File: src/rtl/ltd_pkg.sv
// Shared types and constants for the location table decoder.
// No dependencies; every other file of the block imports this package.
`default_nettype none

package ltd_pkg;

   localparam int LINE_BITS_DEFAULT = 32;
   localparam int OUT_BITS          = 32;
   localparam int ACCUM_BITS        = 64;
   localparam int CHUNK_BITS        = 6;
   localparam int VARINT_CHUNKS     = 11;   // chunks kept before saturation

   // header form codes
   localparam int FORM_SHORT_LAST  = 9;
   localparam int FORM_ONE_LINE_LO = 10;
   localparam int FORM_ONE_LINE_HI = 12;
   localparam int FORM_NO_COLUMN   = 13;
   localparam int FORM_LONG        = 14;
   localparam int FORM_NO_LOCATION = 15;

   typedef enum logic [2:0] {
      PH_HEADER,
      PH_SHORT,
      PH_COL_A,
      PH_COL_B,
      PH_VARINT
   } phase_type;

   // which varint of a long or no-column entry is being read
   typedef enum logic [1:0] {
      FLD_LINE,
      FLD_END_LINE,
      FLD_START_COL,
      FLD_END_COL
   } field_type;

   typedef struct packed {
      logic [7:0] data_byte;
      logic       table_start;
   } req_type;

   typedef struct packed {
      logic [31:0] start_line;
      logic [31:0] end_line;
      logic [31:0] start_column;
      logic [31:0] end_column;
      logic [3:0]  instr_count;
      logic        has_location;
      logic        has_columns;
      logic        format_error;
   } rsp_type;

   typedef struct packed {
      logic    valid;
      req_type data;
   } req_beat_type;

   typedef struct packed {
      logic    valid;
      rsp_type data;
   } rsp_beat_type;

endpackage

`default_nettype wire

File: src/rtl/ltd_in_stage.sv
// Input register of the location table decoder: holds one accepted byte beat.
// Depends on ltd_pkg.
`default_nettype none

module ltd_in_stage
   import ltd_pkg::*;
(
   input  wire logic         clock,
   input  wire logic         reset,
   input  wire logic         req_valid,
   output logic              req_ready,
   input  wire req_type      req_data,
   input  wire logic         consume,
   output req_beat_type      beat
);

   logic    valid_ff, valid_in;
   req_type data_ff;

   assign req_ready = !valid_ff || consume;

   always_comb begin
      if (req_valid && req_ready) begin
         valid_in = 1'b1;
      end else if (consume) begin
         valid_in = 1'b0;
      end else begin
         valid_in = valid_ff;
      end
   end

   always_ff @(posedge clock) begin
      if (reset) begin
         valid_ff <= 1'b0;
      end else begin
         valid_ff <= valid_in;
      end
   end

   always_ff @(posedge clock) begin
      if (req_valid && req_ready) begin
         data_ff <= req_data;
      end
   end

   assign beat.valid = valid_ff;
   assign beat.data  = data_ff;

endmodule

`default_nettype wire

File: src/rtl/ltd_parser.sv
// Parse step of the location table decoder: first_line register, running line,
// partial entry state and the one-byte decode. Depends on ltd_pkg.
`default_nettype none

module ltd_parser
   import ltd_pkg::*;
#(
   parameter int LINE_BITS = LINE_BITS_DEFAULT
)
(
   input  wire logic          clock,
   input  wire logic          reset,
   input  wire logic          csr_wen,
   input  wire logic [31:0]   csr_wdata,
   input  wire logic          step,
   input  wire req_type       in_data,
   output rsp_beat_type       res
);

   logic [31:0]            first_line_ff;
   logic [LINE_BITS-1:0]   line_ff, line_in;
   phase_type              phase_ff, phase_in;
   logic [3:0]             form_ff, form_in;
   logic [2:0]             length_ff, length_in;
   field_type              field_ff, field_in;
   logic [ACCUM_BITS-1:0]  accum_ff, accum_in;
   logic [3:0]             cnt_ff, cnt_in;
   logic [LINE_BITS-1:0]   held_end_ff, held_end_in;
   logic [31:0]            held_sc_ff, held_sc_in;
   logic                   error_ff, error_in;

   logic [7:0]             b;
   logic [ACCUM_BITS-1:0]  first_wide;
   logic [LINE_BITS-1:0]   line_base;
   phase_type              phase_eff;
   logic [6:0]             shamt;
   logic [ACCUM_BITS-1:0]  chunk_wide, value, half;
   logic                   saturate;
   logic [LINE_BITS-1:0]   half_line, delta, line_delta_sum;
   logic [6:0]             short_sc;
   logic [7:0]             short_ec;

   logic                   emit;
   logic [LINE_BITS-1:0]   e_sl, e_el;
   logic [31:0]            e_sc, e_ec;
   logic                   e_loc, e_cols;
   logic [ACCUM_BITS-1:0]  sl_wide, el_wide;

   always_ff @(posedge clock) begin
      if (reset) begin
         first_line_ff <= '0;
      end else if (csr_wen) begin
         first_line_ff <= csr_wdata;
      end
   end

   assign b          = in_data.data_byte;
   assign first_wide = ACCUM_BITS'(first_line_ff);
   assign line_base  = in_data.table_start ? first_wide[LINE_BITS-1:0] : line_ff;
   assign phase_eff  = in_data.table_start ? PH_HEADER : phase_ff;

   // varint chunk placement and saturation
   assign shamt      = 7'(cnt_ff) * 7'(CHUNK_BITS);
   assign chunk_wide = ACCUM_BITS'(b[5:0]) << shamt;
   assign saturate   = (cnt_ff >= 4'(VARINT_CHUNKS));
   assign value      = saturate ? '1 : (accum_ff | chunk_wide);

   // zigzag-style signed delta: sign in bit 0
   assign half           = value >> 1;
   assign half_line      = half[LINE_BITS-1:0];
   assign delta          = value[0] ? (LINE_BITS'(0) - half_line) : half_line;
   assign line_delta_sum = line_base + delta;

   assign short_sc = {form_ff, b[6:4]};
   assign short_ec = 8'(short_sc) + 8'(b[3:0]);

   always_comb begin
      line_in     = line_base;
      phase_in    = phase_eff;
      form_in     = form_ff;
      length_in   = length_ff;
      field_in    = field_ff;
      accum_in    = accum_ff;
      cnt_in      = cnt_ff;
      held_end_in = held_end_ff;
      held_sc_in  = held_sc_ff;
      error_in    = error_ff;
      emit        = 1'b0;
      e_sl        = '0;
      e_el        = '0;
      e_sc        = '0;
      e_ec        = '0;
      e_loc       = 1'b1;
      e_cols      = 1'b1;

      case (phase_eff)
         PH_HEADER: begin
            length_in = b[2:0];
            form_in   = b[6:3];
            error_in  = 1'b0;
            field_in  = FLD_LINE;
            accum_in  = '0;
            cnt_in    = '0;
            if (form_in <= 4'(FORM_SHORT_LAST)) begin
               phase_in = PH_SHORT;
            end else if (form_in <= 4'(FORM_ONE_LINE_HI)) begin
               line_in  = line_base + LINE_BITS'(form_in - 4'(FORM_ONE_LINE_LO));
               phase_in = PH_COL_A;
            end else if (form_in <= 4'(FORM_LONG)) begin
               phase_in = PH_VARINT;
            end else begin
               // no-location entry: record right away, line untouched
               emit   = 1'b1;
               e_loc  = 1'b0;
               e_cols = 1'b0;
            end
         end
         PH_SHORT: begin
            emit = 1'b1;
            e_sl = line_base;
            e_el = line_base;
            e_sc = 32'(short_sc);
            e_ec = 32'(short_ec);
         end
         PH_COL_A: begin
            held_sc_in = 32'(b);
            phase_in   = PH_COL_B;
         end
         PH_COL_B: begin
            emit = 1'b1;
            e_sl = line_base;
            e_el = line_base;
            e_sc = held_sc_ff;
            e_ec = 32'(b);
         end
         PH_VARINT: begin
            error_in = error_ff | saturate;
            if (b[6]) begin
               accum_in = value;
               cnt_in   = saturate ? cnt_ff : cnt_ff + 4'd1;
            end else begin
               accum_in = '0;
               cnt_in   = '0;
               case (field_ff)
                  FLD_LINE: begin
                     line_in = line_delta_sum;
                     if (form_ff == 4'(FORM_NO_COLUMN)) begin
                        emit   = 1'b1;
                        e_sl   = line_delta_sum;
                        e_el   = line_delta_sum;
                        e_cols = 1'b0;
                     end else begin
                        field_in = FLD_END_LINE;
                     end
                  end
                  FLD_END_LINE: begin
                     held_end_in = line_base + value[LINE_BITS-1:0];
                     field_in    = FLD_START_COL;
                  end
                  FLD_START_COL: begin
                     held_sc_in = value[31:0];
                     field_in   = FLD_END_COL;
                  end
                  FLD_END_COL: begin
                     emit = 1'b1;
                     e_sl = line_base;
                     e_el = held_end_ff;
                     e_sc = held_sc_ff;
                     e_ec = value[31:0];
                  end
                  default: begin
                     field_in = FLD_LINE;
                  end
               endcase
            end
         end
         default: begin
            phase_in = PH_HEADER;
         end
      endcase

      if (emit) begin
         phase_in = PH_HEADER;
      end
   end

   always_ff @(posedge clock) begin
      if (reset) begin
         line_ff     <= '0;
         phase_ff    <= PH_HEADER;
         form_ff     <= '0;
         length_ff   <= '0;
         field_ff    <= FLD_LINE;
         accum_ff    <= '0;
         cnt_ff      <= '0;
         held_end_ff <= '0;
         held_sc_ff  <= '0;
         error_ff    <= 1'b0;
      end else if (step) begin
         line_ff     <= line_in;
         phase_ff    <= phase_in;
         form_ff     <= form_in;
         length_ff   <= length_in;
         field_ff    <= field_in;
         accum_ff    <= accum_in;
         cnt_ff      <= cnt_in;
         held_end_ff <= held_end_in;
         held_sc_ff  <= held_sc_in;
         error_ff    <= error_in;
      end
   end

   assign sl_wide = ACCUM_BITS'(e_sl);
   assign el_wide = ACCUM_BITS'(e_el);

   assign res.valid             = step && emit;
   assign res.data.start_line   = sl_wide[OUT_BITS-1:0];
   assign res.data.end_line     = el_wide[OUT_BITS-1:0];
   assign res.data.start_column = e_sc;
   assign res.data.end_column   = e_ec;
   assign res.data.instr_count  = 4'(length_in) + 4'd1;
   assign res.data.has_location = e_loc;
   assign res.data.has_columns  = e_cols;
   assign res.data.format_error = error_in;

endmodule

`default_nettype wire

File: src/rtl/ltd_out_stage.sv
// Result register of the location table decoder: holds one record beat.
// Depends on ltd_pkg.
`default_nettype none

module ltd_out_stage
   import ltd_pkg::*;
(
   input  wire logic          clock,
   input  wire logic          reset,
   input  wire rsp_beat_type  res,
   output logic               free,
   output logic               rsp_valid,
   input  wire logic          rsp_ready,
   output rsp_type            rsp_data
);

   logic    valid_ff, valid_in;
   rsp_type data_ff;

   assign free = !valid_ff || rsp_ready;

   always_comb begin
      if (res.valid) begin
         valid_in = 1'b1;
      end else if (rsp_ready) begin
         valid_in = 1'b0;
      end else begin
         valid_in = valid_ff;
      end
   end

   always_ff @(posedge clock) begin
      if (reset) begin
         valid_ff <= 1'b0;
      end else begin
         valid_ff <= valid_in;
      end
   end

   // res.valid only rises when free is high
   always_ff @(posedge clock) begin
      if (res.valid) begin
         data_ff <= res.data;
      end
   end

   assign rsp_valid = valid_ff;
   assign rsp_data  = data_ff;

endmodule

`default_nettype wire

File: src/rtl/location_table_decoder_unit.sv
// Location table decoder top level: input register, parse step, result register.
// Depends on ltd_pkg, ltd_in_stage, ltd_parser and ltd_out_stage.
`default_nettype none

// Takes one location-table byte per beat on req_ and gives one location record
// on rsp_ for each finished entry (short, one-line, no-column, long, and a
// record flagged with has_location low for the no-location form). A byte with
// table_start set reloads the running line from first_line and drops any
// partial entry. Throughput is one byte per clock while rsp_ready is high; a
// record's last byte waits in the input register until the parse step decodes
// it and writes the record into the result register that drives rsp_.
// Backpressure on rsp_ready stalls the parse step and then req_ready.
// first_line is written through csr_wen and csr_wdata and must only change
// while the decoder is idle. LINE_BITS sets the width of the running line
// arithmetic; reported lines are its low 32 bits.
module location_table_decoder_unit
   import ltd_pkg::*;
#(
   parameter int LINE_BITS = LINE_BITS_DEFAULT
)
(
   input  wire logic        clock,
   input  wire logic        reset,
   input  wire logic        req_valid,
   output logic             req_ready,
   input  wire req_type     req_data,
   output logic             rsp_valid,
   input  wire logic        rsp_ready,
   output rsp_type          rsp_data,
   input  wire logic        csr_wen,
   input  wire logic [31:0] csr_wdata
);

   req_beat_type in_beat;
   rsp_beat_type res;
   logic         out_free;
   logic         step;

   assign step = in_beat.valid && out_free;

   ltd_in_stage u_in (
      .clock     (clock),
      .reset     (reset),
      .req_valid (req_valid),
      .req_ready (req_ready),
      .req_data  (req_data),
      .consume   (step),
      .beat      (in_beat)
   );

   ltd_parser #(
      .LINE_BITS (LINE_BITS)
   ) u_parser (
      .clock     (clock),
      .reset     (reset),
      .csr_wen   (csr_wen),
      .csr_wdata (csr_wdata),
      .step      (step),
      .in_data   (in_beat.data),
      .res       (res)
   );

   ltd_out_stage u_out (
      .clock     (clock),
      .reset     (reset),
      .res       (res),
      .free      (out_free),
      .rsp_valid (rsp_valid),
      .rsp_ready (rsp_ready),
      .rsp_data  (rsp_data)
   );

endmodule

`default_nettype wire

File: config.mk
export PLATFORM = sky130hd
export DESIGN_NAME = location_table_decoder_unit
export DESIGN_NICKNAME = d
export VERILOG_FILES = /design/src/rtl/ltd_pkg.sv /design/src/rtl/ltd_in_stage.sv /design/src/rtl/ltd_parser.sv /design/src/rtl/ltd_out_stage.sv /design/src/rtl/location_table_decoder_unit.sv
export SDC_FILE = /design/constraint.sdc
export NUM_CORES = 1
export LEC_CHECK = 0
export BUFFER_PORTS_ARGS = -buffer_cell sky130_fd_sc_hd__buf_4
export CAP_MARGIN = 10
export CELL_PAD_IN_SITES_DETAIL_PLACEMENT = 0
export CELL_PAD_IN_SITES_GLOBAL_PLACEMENT = 1
export CORE_ASPECT_RATIO = 0.5
export CORE_MARGIN = 2
export CORE_UTILIZATION = 40
export CTS_BUF_LIST = sky130_fd_sc_hd__clkbuf_2 sky130_fd_sc_hd__clkbuf_4 sky130_fd_sc_hd__clkbuf_8
export CTS_CLUSTER_SIZE = 14
export DETAILED_ROUTE_END_ITERATION = 7
export PLACE_DENSITY = 0.76
export SLEW_MARGIN = 20
export SYNTH_ARGS = -nofsm -noshare
export SYNTH_HDL_FRONTEND = slang
export SYNTH_SLANG_ARGS = --single-unit
File: constraint.sdc
create_clock -name clock -period 6.1 [get_ports clock]
set_input_delay 0.61 -clock clock [delete_from_list [all_inputs] [get_ports clock]]
set_output_delay 0.61 -clock clock [all_outputs]
set_load 0.02 [all_outputs]
==> flow_metrics.py <==
metrics = {
    "outcome": {
        "outcome": "finished clean",
    },
    "route": {
        "drtAntennaViolNets": 0,
        "drt_wl_total_um": 74300,
        "met1_length_um": 35800,
        "top_layer_used": "met4",
        "wl_per_cell_um": 23.1,
        "routed-via-count": 19100,
        "first_pass_iters": 6,
        "drtIter0Drc": 2342,
        "met2_wirelength_um": 29200,
        "dr_wl_met3_um": 8200,
        "drc": 0,
        "via_per_inst": 5.94,
    },
    "synthesis": {
        "syn_inst": 2293,
        "synth-async-reset-ratio_pct": 0,
        "yosysSeqAreaShare_pct": 39.1,
        "synthSimpleGateAreaFrac_pct": 15.9,
        "ys_seq_elements": 324,
        "synth_area_mm2": 0.0203,
        "synth_edf_count": 144,
        "yosys.area_share.adder_pct": 7.33,
        "synth_xor_area_share_pct": 4.83,
        "synthMuxAreaShare_pct": 4.38,
        "synth_area_leaders": "edfxtp_1 21%, dfxtp_1 18%, ha_1 6.8%",
        "synth_compound_area_share_pct": 24.3,
        "yosys_warnings": 0,
        "synth_cell_types": 88,
        "synth_top_family_by_area": "compound AO/OA/AOI/OAI gates",
        "synth_flop_cell": "dfxtp_1",
        "syn_nets": 2454,
        "synth_top_area_share_pct": 21.3,
        "yosys.area.top_type": "edfxtp_1",
        "synth_area_per_cell_um2": 8.85,
    },
    "final_layout": {
        "area_growth_syn_to_layout_pct": 18.2,
        "final_cell_mix": "279 x buf_4, 234 x nor2_1, 201 x a21oi_1",
        "final_common_cell": "buf_4",
        "drive_gt1_share_pct": 17.5,
        "num-nets-final": 2643,
    },
    "clock_tree": {
        "clock-sinks": 324,
        "h-tree-depth": 2,
        "cts_tree": "yes",
        "clk_latency_ns": 0.66,
        "clockRootBuffer": "clkbuf_8",
        "clockBufferDepth": 3,
        "cts_inserted_buffers": 50,
        "cts_resized": 0,
        "postCtsSetupBuffers": 0,
        "ctsHoldBuffers": 0,
        "clk_pin_slew_ns": 0.07,
    },
    "timing": {
        "clock_skew_ns": 0.0255,
        "slew_viol_final": 0,
        "worst_pin_slew_ns": 1.10,
        "setup-violations-final": 0,
        "min_period_over_period_pct": 94.8,
        "final_hold_viol_count": 0,
        "maxSlewHeadroom_pct": 26.9,
        "whs_ns": 0.144,
        "timing.final.crit_period_ns": 5.78,
        "setup_ws_ns": 0.319,
        "fmax_mhz": 173,
    },
    "setup_path": {
        "critical_path.max_fanout": 9,
        "critPathBufInv": 4,
        "required_ns": 6.47,
        "cp_top_family": "simple AND/OR/NAND/NOR gates",
        "cp-start-kind": "register",
        "critPathKind": "reg -> reg",
        "slowest_delay_ns": 0.41,
        "cp.arrival_ns": 6.15,
        "crit_slowest_cell": "a311o_1",
        "worstPathCellList": "inv_1 -> ha_1 -> nand3b_1 -> and4_1 -> or2_1 -> a311o_1 -> buf_4 -> nor4_4 -> buf_4 -> and3_1 -> a21oi_1 -> xor2_1 -> ha_1 -> buf_4 -> and4_1 -> nand2_1 -> nor3_1 -> o2111a_1 -> o31ai_2 -> a21oi_2 -> nand2_1 -> a31o_2 -> nor2_1 -> o221ai_1",
        "cpMostUsedCell": "buf_4",
        "cp-end-kind": "register",
    },
    "power": {
        "peakVddDrop_uv": 122,
        "powerDensity_mw_per_mm2": 225,
        "leakage_nw": 10.0,
    },
    "global_route": {
        "overflow": 0,
        "grt_pass1_vias": 17200,
        "grt_use_total_pct": 27.3,
        "grt_pass1_wl_um": 109000,
        "grt_start_max_net_pins": 77,
        "antenna_found_initial": 0,
    },
    "floorplanning": {
        "rows": 58,
        "core_mm2": 0.0501,
        "die_h_um": 163,
        "start_util_pct": 40.5,
        "die_area_mm2": 0.0526,
        "io_pins": 183,
        "die_w_um": 323,
    },
    "hold_path": {
        "hold_path_class": "in -> reg",
    },
    "place": {
        "place_ws_ns": 0.200,
        "place.gp.congestion": 0.969,
        "dp_hpwl_um": 55200,
        "portBuffers": 182,
    },
    "job": {
        "drv_cap": 0,
    },
}
[area by class of cell]
class                      count  area [µm²]
sequential                   324        7930
multi-input combinational   1746       11600
fill                        4886       26200
tap                          690         863
clock inverter                24         231
timing repair buffer         282        2150
antenna                        1        2.50
clock buffer                  70         876
inverter                      78         298
[power by group]
group          switching (W)  internal (W)  total (W)
clock network       0.000963       0.00111    0.00207
logic               0.000647      0.000363    0.00101
registers          0.0000330       0.00229    0.00233
[synth_stat cells (28+ instances only)]
cell and number:
nor2_1 235, a21oi_1 204, nand2_1 188, dfxtp_1 180, edfxtp_1 144, clkbuf_1 124
o21ai_0 120, ha_1 110, mux2i_1 82, inv_1 76, a22oi_1 74, xnor2_1 74
o22ai_1 69, nor3_1 43, and2_1 41, xor2_1 36, a21o_1 35, a211oi_1 34
and3_1 33, nand3_1 28
[sequential cells by signal, indices dropped and copies added (netlist names)]
signal,cells
u_out.rsp_valid,1
u_parser.cnt_ff,4
u_parser.first_line_ff,32
u_in.beat,9
u_parser.phase_ff,3
u_out.rsp_data,135
u_parser.form_ff,4
u_parser.accum_ff,33
u_parser.length_ff,3
u_parser.held_end_ff,32
u_parser.field_ff,2
u_parser.line_ff,32
u_parser.held_sc_ff,32
u_in.valid_ff,1
u_parser.error_ff,1
[layer usage]
layer | up-vias | GRT usage (%)
li1 | 8908 | -
met1 | 9205 | 42.4
met2 | 899 | 37.0
met3 | 92 | 7.77
met4 | 0 | 5.03
met5 | - | 0
[cell families after synthesis]
family                   Yosys count
flip-flops                       324
AND/OR/NAND/NOR                  682
adder cells (fa/ha/maj)          116
buffers and inverters            223
multiplexers                      88
AO/OA/AOI/OAI                    749
XOR/XNOR                         111
[path summary, 6_finish.rpt]
path	slack (ns)	depth (start not counted)	endpoint	start
max	0.32	24	u_out.rsp_data[99]$_DFFE_PP_	u_parser.cnt_ff[2]$_SDFFE_PP0P_
min reg2reg	0.45	2	u_parser.held_end_ff[21]$_SDFFE_PP0P_	u_parser.held_end_ff[21]$_SDFFE_PP0P_
min	0.14	1	u_in.beat[1]$_DFFE_PP_	req_data[1]
max reg2reg	0.32	24	u_out.rsp_data[99]$_DFFE_PP_	u_parser.cnt_ff[2]$_SDFFE_PP0P_
[worst reg2reg max path: stages, from the launching register on]
cell      delay (ns)
dfxtp_2         0.40
inv_1           0.06
ha_1            0.39
nand3b_1        0.29
and4_1          0.27
or2_1           0.34
a311o_1         0.41
buf_4           0.19
nor4_4          0.15
buf_4           0.17
and3_1          0.16
a21oi_1         0.08
xor2_1          0.18
ha_1            0.41
buf_4           0.16
and4_1          0.19
nand2_1         0.09
nor3_1          0.28
o2111a_1        0.31
o31ai_2         0.10
a21oi_2         0.26
nand2_1         0.09
a31o_2          0.27
nor2_1          0.14
o221ai_1        0.12
[through the flow]
step	utilization, %	area (µm²)	power [W]	cells	setup TNS [ns]
2_1_floorplan	-	20300	0.00302	2293	0
3_3_place_gp	45.4	22800	0.00334	3120	0
3_5_place_dp	45.4	22800	0.00334	3120	0
4_1_cts	47.6	23900	0.00540	3214	0
5_1_grt	47.8	24000	0.00561	3214	-0.0742
6_report	47.8	24000	0.00541	3215	0
No activity file was read; power rests on OpenSTA's default activity.
